==> src/sv/pwca_pkg.sv <==
`default_nettype none

package pwca_pkg;

	localparam int CHANNELS_DEF = 4;
	localparam int CH_FIELD_W   = 2;
	localparam int TIME_W       = 32;
	localparam int TOOTH_W      = 10;

	typedef enum logic [1:0] {
		OP_RISE    = 2'd0,
		OP_FALL    = 2'd1,
		OP_TRIGGER = 2'd2
	} opcode_t;

	typedef struct packed {
		logic [1:0]            opcode;
		logic [CH_FIELD_W-1:0] channel;
		logic [TIME_W-1:0]     now_us;
		logic [TIME_W-1:0]     revolution;
		logic [TOOTH_W-1:0]    tooth_index;
	} item_t;

	typedef struct packed {
		logic [TIME_W-1:0] high_width_us;
		logic [TIME_W-1:0] low_width_us;
		logic [TIME_W-1:0] period_us;
		logic [TIME_W-1:0] prev_total_on_us;
		logic [TIME_W-1:0] offset_us;
		logic [TIME_W-1:0] rise_count;
		logic [TIME_W-1:0] fall_count;
		logic [TIME_W-1:0] cycle_duration_us;
	} result_t;

	typedef struct packed {
		logic [TIME_W-1:0] rise_cnt;
		logic [TIME_W-1:0] fall_cnt;
		logic [TIME_W-1:0] last_rise;
		logic [TIME_W-1:0] last_fall;
		logic [TIME_W-1:0] low_w;
		logic [TIME_W-1:0] high_w;
		logic [TIME_W-1:0] period;
		logic [TIME_W-1:0] on_sum;
		logic [TIME_W-1:0] prev_on_sum;
		logic [TIME_W-1:0] seen_rev;
		logic [TIME_W-1:0] offset;
	} chan_t;

endpackage

`default_nettype wire

==> src/sv/pwca_core.sv <==
`default_nettype none

module pwca_core #(
	parameter int CHANNELS = pwca_pkg::CHANNELS_DEF
) (
	input  wire logic              clk,
	input  wire logic              arst_n,
	input  wire logic              upd,
	input  wire pwca_pkg::item_t   item,
	output pwca_pkg::result_t      res
);

	localparam int IDX_W = (CHANNELS > 1) ? $clog2(CHANNELS) : 1;
	localparam logic [4:0] CH_LIMIT = 5'(CHANNELS);

	pwca_pkg::chan_t ch_q [CHANNELS];
	pwca_pkg::chan_t cur;
	pwca_pkg::chan_t nxt;
	logic [pwca_pkg::TIME_W-1:0] cycle_start_q;
	logic [pwca_pkg::TIME_W-1:0] cycle_dur_q;
	logic [pwca_pkg::TIME_W-1:0] start_nxt;
	logic [pwca_pkg::TIME_W-1:0] dur_nxt;
	logic [pwca_pkg::TIME_W-1:0] hi_w;
	logic [pwca_pkg::TIME_W-1:0] sum;
	logic [IDX_W-1:0]            idx;
	logic                        chan_ok;

	assign chan_ok = {3'b000, item.channel} < CH_LIMIT;
	assign idx     = IDX_W'(item.channel);
	assign cur     = chan_ok ? ch_q[idx] : '0;
	assign hi_w    = item.now_us - cur.last_rise;
	assign sum     = cur.on_sum + hi_w;

	always_comb begin
		nxt       = cur;
		start_nxt = cycle_start_q;
		dur_nxt   = cycle_dur_q;
		priority if (chan_ok && item.opcode == pwca_pkg::OP_RISE) begin
			nxt.rise_cnt  = cur.rise_cnt + 32'd1;
			nxt.low_w     = item.now_us - cur.last_fall;
			nxt.period    = item.now_us - cur.last_rise;
			nxt.last_rise = item.now_us;
		end else if (chan_ok && item.opcode == pwca_pkg::OP_FALL) begin
			nxt.fall_cnt  = cur.fall_cnt + 32'd1;
			nxt.high_w    = hi_w;
			nxt.on_sum    = sum;
			nxt.last_fall = item.now_us;
			// new revolution: close out the accumulator
			if (cur.seen_rev != item.revolution) begin
				nxt.seen_rev    = item.revolution;
				nxt.prev_on_sum = sum;
				nxt.on_sum      = '0;
				nxt.offset      = item.now_us - cycle_start_q;
			end
		end else if (item.opcode == pwca_pkg::OP_TRIGGER && item.tooth_index == '0) begin
			dur_nxt   = item.now_us - cycle_start_q;
			start_nxt = item.now_us;
		end else begin
			// unused opcode, later tooth or channel out of range: state holds
		end
	end

	always_comb begin
		res.high_width_us     = nxt.high_w;
		res.low_width_us      = nxt.low_w;
		res.period_us         = nxt.period;
		res.prev_total_on_us  = nxt.prev_on_sum;
		res.offset_us         = nxt.offset;
		res.rise_count        = nxt.rise_cnt;
		res.fall_count        = nxt.fall_cnt;
		res.cycle_duration_us = dur_nxt;
	end

	always_ff @(posedge clk or negedge arst_n) begin
		if (!arst_n) begin
			for (int i = 0; i < CHANNELS; i++) begin
				ch_q[i] <= '0;
			end
			cycle_start_q <= '0;
			cycle_dur_q   <= '0;
		end else if (upd) begin
			if (chan_ok) begin
				ch_q[idx] <= nxt;
			end
			cycle_start_q <= start_nxt;
			cycle_dur_q   <= dur_nxt;
		end
	end

	a_rise_time: assert property (@(posedge clk) disable iff (!arst_n)
		(upd && chan_ok && item.opcode == pwca_pkg::OP_RISE)
		|=> ch_q[$past(idx)].last_rise == $past(item.now_us))
		else $error("rise did not record its time");

	a_fall_width: assert property (@(posedge clk) disable iff (!arst_n)
		(upd && chan_ok && item.opcode == pwca_pkg::OP_FALL)
		|=> ch_q[$past(idx)].high_w == $past(item.now_us - cur.last_rise))
		else $error("fall stored a wrong high width");

	a_cycle_restart: assert property (@(posedge clk) disable iff (!arst_n)
		(upd && item.opcode == pwca_pkg::OP_TRIGGER && item.tooth_index == '0)
		|=> cycle_start_q == $past(item.now_us))
		else $error("tooth zero did not restart the cycle");

	a_idle_hold: assert property (@(posedge clk) disable iff (!arst_n)
		!upd |=> $stable(cycle_start_q) && $stable(cycle_dur_q))
		else $error("cycle registers moved without a request");

endmodule

`default_nettype wire

==> src/sv/pulse_width_capture_analyzer_unit.sv <==
// channel   dir  signals                         content
// s_axis    in   tvalid tready tdata[79:0] tuser[3:0]  one edge or trigger request
// m_axis    out  tvalid tready tdata[255:0]          channel report after the update
//
// one request per cycle sustained while the output is not stalled; each request passes through the
// input register, then update logic into the result register
// state read-modify-write for the addressed channel reads combinationally and writes on the update,
// so back-to-back requests on the same channel need no forwarding
// asynchronous active-low reset clears all per-channel and cycle state
// a stalled output holds the result while the input register may still take a request
`default_nettype none

module pulse_width_capture_analyzer_unit #(
	parameter int CHANNELS = pwca_pkg::CHANNELS_DEF
) (
	input  wire logic         clk,
	input  wire logic         arst_n,
	input  wire logic         s_axis_tvalid,
	output logic              s_axis_tready,
	// [31:0] now_us, [63:32] revolution, [73:64] tooth_index, [79:74] zero
	input  wire logic [79:0]  s_axis_tdata,
	// [1:0] opcode, [3:2] channel
	input  wire logic [3:0]   s_axis_tuser,
	output logic              m_axis_tvalid,
	input  wire logic         m_axis_tready,
	// [31:0] high_width_us, [63:32] low_width_us, [95:64] period_us,
	// [127:96] prev_total_on_us, [159:128] offset_us, [191:160] rise_count,
	// [223:192] fall_count, [255:224] cycle_duration_us
	output logic [255:0]      m_axis_tdata
);

	pwca_pkg::item_t   item_s1;
	pwca_pkg::result_t res;
	pwca_pkg::result_t res_q;
	logic              valid_s1;
	logic              out_valid_q;
	logic              adv;
	logic              take;

	assign adv           = valid_s1 && (!out_valid_q || m_axis_tready);
	assign s_axis_tready = !valid_s1 || adv;
	assign take          = s_axis_tvalid && s_axis_tready;

	always_ff @(posedge clk or negedge arst_n) begin
		if (!arst_n) begin
			valid_s1    <= 1'b0;
			out_valid_q <= 1'b0;
		end else begin
			if (take) begin
				valid_s1 <= 1'b1;
			end else if (adv) begin
				valid_s1 <= 1'b0;
			end
			if (adv) begin
				out_valid_q <= 1'b1;
			end else if (m_axis_tready) begin
				out_valid_q <= 1'b0;
			end
		end
	end

	always_ff @(posedge clk) begin
		if (take) begin
			item_s1.opcode      <= s_axis_tuser[1:0];
			item_s1.channel     <= s_axis_tuser[3:2];
			item_s1.now_us      <= s_axis_tdata[31:0];
			item_s1.revolution  <= s_axis_tdata[63:32];
			item_s1.tooth_index <= s_axis_tdata[73:64];
		end
		if (adv) begin
			res_q <= res;
		end
	end

	pwca_core #(
		.CHANNELS(CHANNELS)
	) u_core (
		.clk   (clk),
		.arst_n(arst_n),
		.upd   (adv),
		.item  (item_s1),
		.res   (res)
	);

	assign m_axis_tvalid = out_valid_q;
	assign m_axis_tdata  = {res_q.cycle_duration_us, res_q.fall_count, res_q.rise_count,
		res_q.offset_us, res_q.prev_total_on_us, res_q.period_us,
		res_q.low_width_us, res_q.high_width_us};

	a_empty_ready: assert property (@(posedge clk) disable iff (!arst_n)
		!valid_s1 |-> s_axis_tready)
		else $error("empty input register refused a request");

	a_out_hold: assert property (@(posedge clk) disable iff (!arst_n)
		(m_axis_tvalid && !m_axis_tready) |=> m_axis_tvalid && $stable(m_axis_tdata))
		else $error("stalled result changed or vanished");

	a_in_hold: assert property (@(posedge clk) disable iff (!arst_n)
		(valid_s1 && !s_axis_tready) |=> valid_s1 && $stable(item_s1))
		else $error("waiting request changed or vanished");

endmodule

`default_nettype wire
==> config.mk <==
export PLATFORM = sky130hd
export DESIGN_NAME = pulse_width_capture_analyzer_unit
export DESIGN_NICKNAME = d
export VERILOG_FILES = /design/src/sv/pwca_pkg.sv /design/src/sv/pwca_core.sv /design/src/sv/pulse_width_capture_analyzer_unit.sv
export SDC_FILE = /design/constraint.sdc
export NUM_CORES = 2
export LEC_CHECK = 0
export BUFFER_PORTS_ARGS = -buffer_cell sky130_fd_sc_hd__buf_4
export CAP_MARGIN = 20
export CORE_MARGIN = 5
export CORE_UTILIZATION = 40
export CTS_CLUSTER_DIAMETER = 80
export DETAILED_ROUTE_END_ITERATION = 6
export HOLD_SLACK_MARGIN = 0.03
export SLEW_MARGIN = 40
export SYNTH_ARGS = -nofsm -noshare
export SYNTH_HDL_FRONTEND = slang
export SYNTH_SLANG_ARGS = --single-unit
==> constraint.sdc <==
create_clock -name clk -period 21.9 [get_ports clk]
set_clock_uncertainty 0.1 [all_clocks]
set_input_delay 0 -clock clk [delete_from_list [all_inputs] [get_ports clk]]
set_output_delay 0 -clock clk [all_outputs]
set_load 0.02 [all_outputs]
==> flow_metrics.env <==
export IMPL_drc=0
export IMPL_synth_async_sr_flop_share_pct=81.5
export IMPL_maxCapViolations=0
export IMPL_grt_use_total_pct=21.5
export IMPL_post_drt_wl_per_cell_um=21.5
export IMPL_start_kind="register"
export IMPL_ys_seq_elements=1808
export IMPL_initial_core_util_pct=40.1
export IMPL_fmax_mhz=115
export IMPL_die_w_um=468
export IMPL_final_cell_mix="nand2_1, dfrtp_1, o21ai_0"
export IMPL_clkLatencyLatePin_ns=0.85
export IMPL_synth_area_leaders="dfrtp_1, edfxtp_1, mux4_2, nand2_1, o21ai_0"
export IMPL_overflow=0
export IMPL_gp_congestion=0.862
export IMPL_irDropWorstVdd_mv=0.0911
export IMPL_mostFrequentLayoutCell="nand2_1"
export IMPL_status="finished clean"
export IMPL_drtIter0Drc=4649
export IMPL_ys_warnings_count=0
export IMPL_hold_class="in -> reg"
export IMPL_netlist_instances=7712
export IMPL_cts_root_buf="clkbuf_16"
export IMPL_rsz0062_at_grt="no"
export IMPL_h_tree_depth=4
export IMPL_relSlewSlack_pct=37.5
export IMPL_yosysTopAreaCell="dfrtp_1"
export IMPL_synth_area_um2=83800
export IMPL_pin_count=346
export IMPL_cts_resized=0
export IMPL_cp_arrival_ns=9.14
export IMPL_drt_total_wl_um=237000
export IMPL_grt_pass1_vias=60028
export IMPL_worstPathRequired_ns=22.35
export IMPL_finalHoldViolations=0
export IMPL_use_met3_pct=3.93
export IMPL_vias=59328
export IMPL_cp_end_kind="register"
export IMPL_use_met2_pct=34.3
export IMPL_antenna_found_initial=7
export IMPL_post_route_period_util_pct=39.7
export IMPL_ys_seq_area_share_pct=56.0
export IMPL_powerDensity_nw_per_um2=120
export IMPL_multi_input_area_um2=33900
export IMPL_grt_max_degree=198
export IMPL_stdcell_count=11031
export IMPL_nNetsFinal=8266
export IMPL_ys_flop_type="dfrtp_1"
export IMPL_cts_buffers=196
export IMPL_netlist_area_leader_share_pct=44.0
export IMPL_drive_gt1_share_pct=16.2
export IMPL_avgSynthCellArea_um2=10.9
export IMPL_place_hpwl_um=151000
export IMPL_finalSetupViolations=0
export IMPL_path_clk_slew_ns=0.06
export IMPL_drt_pass1_iter_count=7
export IMPL_cts_tree="done"
export IMPL_core_um2=209000
export IMPL_seqCellArea_um2=46900
export IMPL_setup_tns_ns=0
export IMPL_synth_fp_nets=7928
export IMPL_io_buffers=339
export IMPL_chipHeight_um=468
export IMPL_via_per_inst=5.38
export IMPL_worstSetupPathType="reg -> reg"
export IMPL_drv_slew=0
export IMPL_placementRows=168
export IMPL_synth_edf_count=334
export IMPL_placed_cells=10487
export IMPL_cts_sinks=1808
export IMPL_cts_setup_buffers=0
export IMPL_grt_pass1_wl_um=365000
export IMPL_finalCriticalPeriod_ns=8.69
export IMPL_design_die_area_um2=219000
export IMPL_areaGrowthSynthToFinish_pct=16.8
export IMPL_grt_most_used_layer="met2"
export IMPL_power_leakage_nw=44.3
export IMPL_synthDistinctLibCells=93
export IMPL_crit_path_max_fanout=46
export IMPL_tightest_slew_ns=0.930
export IMPL_nFillCells=19132
export IMPL_clock_path_buffers=3
export IMPL_antenna_left=0
export IMPL_met1_usage_pct=30.4
==> layer usage <==
layer | share of wire, % | vias to the layer above
met3 | 5.9 | 319
met4 | 2.8 | 4
met2 | 46 | 1630
met1 | 45 | 29871
li1 | - | 27504
met5 | 0.0072 | -
==> critical path: stages (launching register included) <==
cell	delay (ns)
edfxtp_1	0.33
buf_4	0.27
buf_4	0.58
buf_4	0.75
mux4_2	0.43
inv_1	0.09
ha_1	0.29
a211oi_1	0.34
o21ai_2	0.16
a21o_1	0.20
a21o_1	0.21
and2_1	0.16
o21ai_0	0.14
nand2b_1	0.09
xnor2_1	0.69
inv_1	0.11
ha_1	0.42
nand3_1	0.13
o31ai_1	0.51
a31oi_1	0.35
nor4_1	0.53
o211ai_1	0.32
mux2i_1	0.21
nor3_1	0.35
xor2_1	0.44
o21ai_0	0.13
==> synthesized netlist by cell type (21+ instances only) <==
cell type	instances
a21oi_1	233
buf_2	93
o21ai_0	1218
clkbuf_1	333
mux4_2	348
nor2_1	219
a21o_1	51
mux2i_1	152
o21a_1	23
dfrtp_1	1474
o21ai_1	27
nand4_1	26
a31oi_1	29
nor3_1	65
o31ai_1	21
xnor2_1	115
and3_1	49
xor2_1	75
ha_1	124
edfxtp_1	334
nand2_1	1848
mux2_2	132
nand3_1	64
buf_1	36
inv_1	320
==> area by class of cell <==
class,count,share of cell area (%)
well taps,2805,3.58
repair buffers,623,5.68
clock buffers,277,5.77
multi-input cells,5101,34.6
clock inverters,95,1.17
inverters,320,1.23
diodes,2,0.00511
flip-flops and latches,1808,47.9
==> sequential cells by signal, summed over array words and instances (netlist names) <==
signal	flops
u_core.ch_q	1408
valid_s1	1
item_s1	78
m_axis_tvalid	1
u_core.cycle_start_q	32
u_core.cycle_dur_q	32
m_axis_tdata	256
==> worst paths after layout <==
check	start	slack (ns)	depth (start not counted)	endpoint
max	item_s1[75]	13.21	25	m_axis_tdata[118]
min	s_axis_tvalid	0.30	3	item_s1[33]
max reg2reg	item_s1[75]	13.21	25	m_axis_tdata[118]
min reg2reg	u_core.ch_q[656]	0.37	2	u_core.ch_q[656]
max in group asynchronous	arst_n	17.75	9	u_core.ch_q[917]
min in group asynchronous	arst_n	0.32	4	u_core.ch_q[406]
==> timing repair <==
item / CTS / global route
hold buffers: 164 / 0
setup endpoints to repair: 0 / 0
endpoints found under the hold margin: 554 / 0
==> kinds of logic after synthesis <==
group,Yosys count,synth area share (%)
xor gates and xnor gates,196,2.14
muxes,632,12.9
DFF,1808,56.0
AOI/OAI and AO/OA,1749,11.5
and+or+nand+nor,2394,11.6
buffers and inverters,803,3.84
adders and majority gates,130,1.97
==> per-stage QoR <==
stage                     cell area [µm²]  worst slack (ns)  total power, mW  util, %  hold slack, ns
final                               97900             13.21             11.8     46.9           0.295
after global routing                97900             12.92             12.4     46.9           0.276
after CTS                           97700             13.31             11.9     46.8           0.230
after detailed placement            89200             13.35             8.33     42.7         -0.0212
after global placement              88900             13.43             8.16     42.6         -0.0394
after floorplan                     83800             13.96             7.07        -          -0.396
==> where the power goes <==
group          switching (mW)  internal, mW  total, mW
sequential              0.477          4.40       4.88
combinational            2.09          1.35       3.43
clock                    1.42          2.03       3.46
No activity file was read; power rests on OpenSTA's default activity.
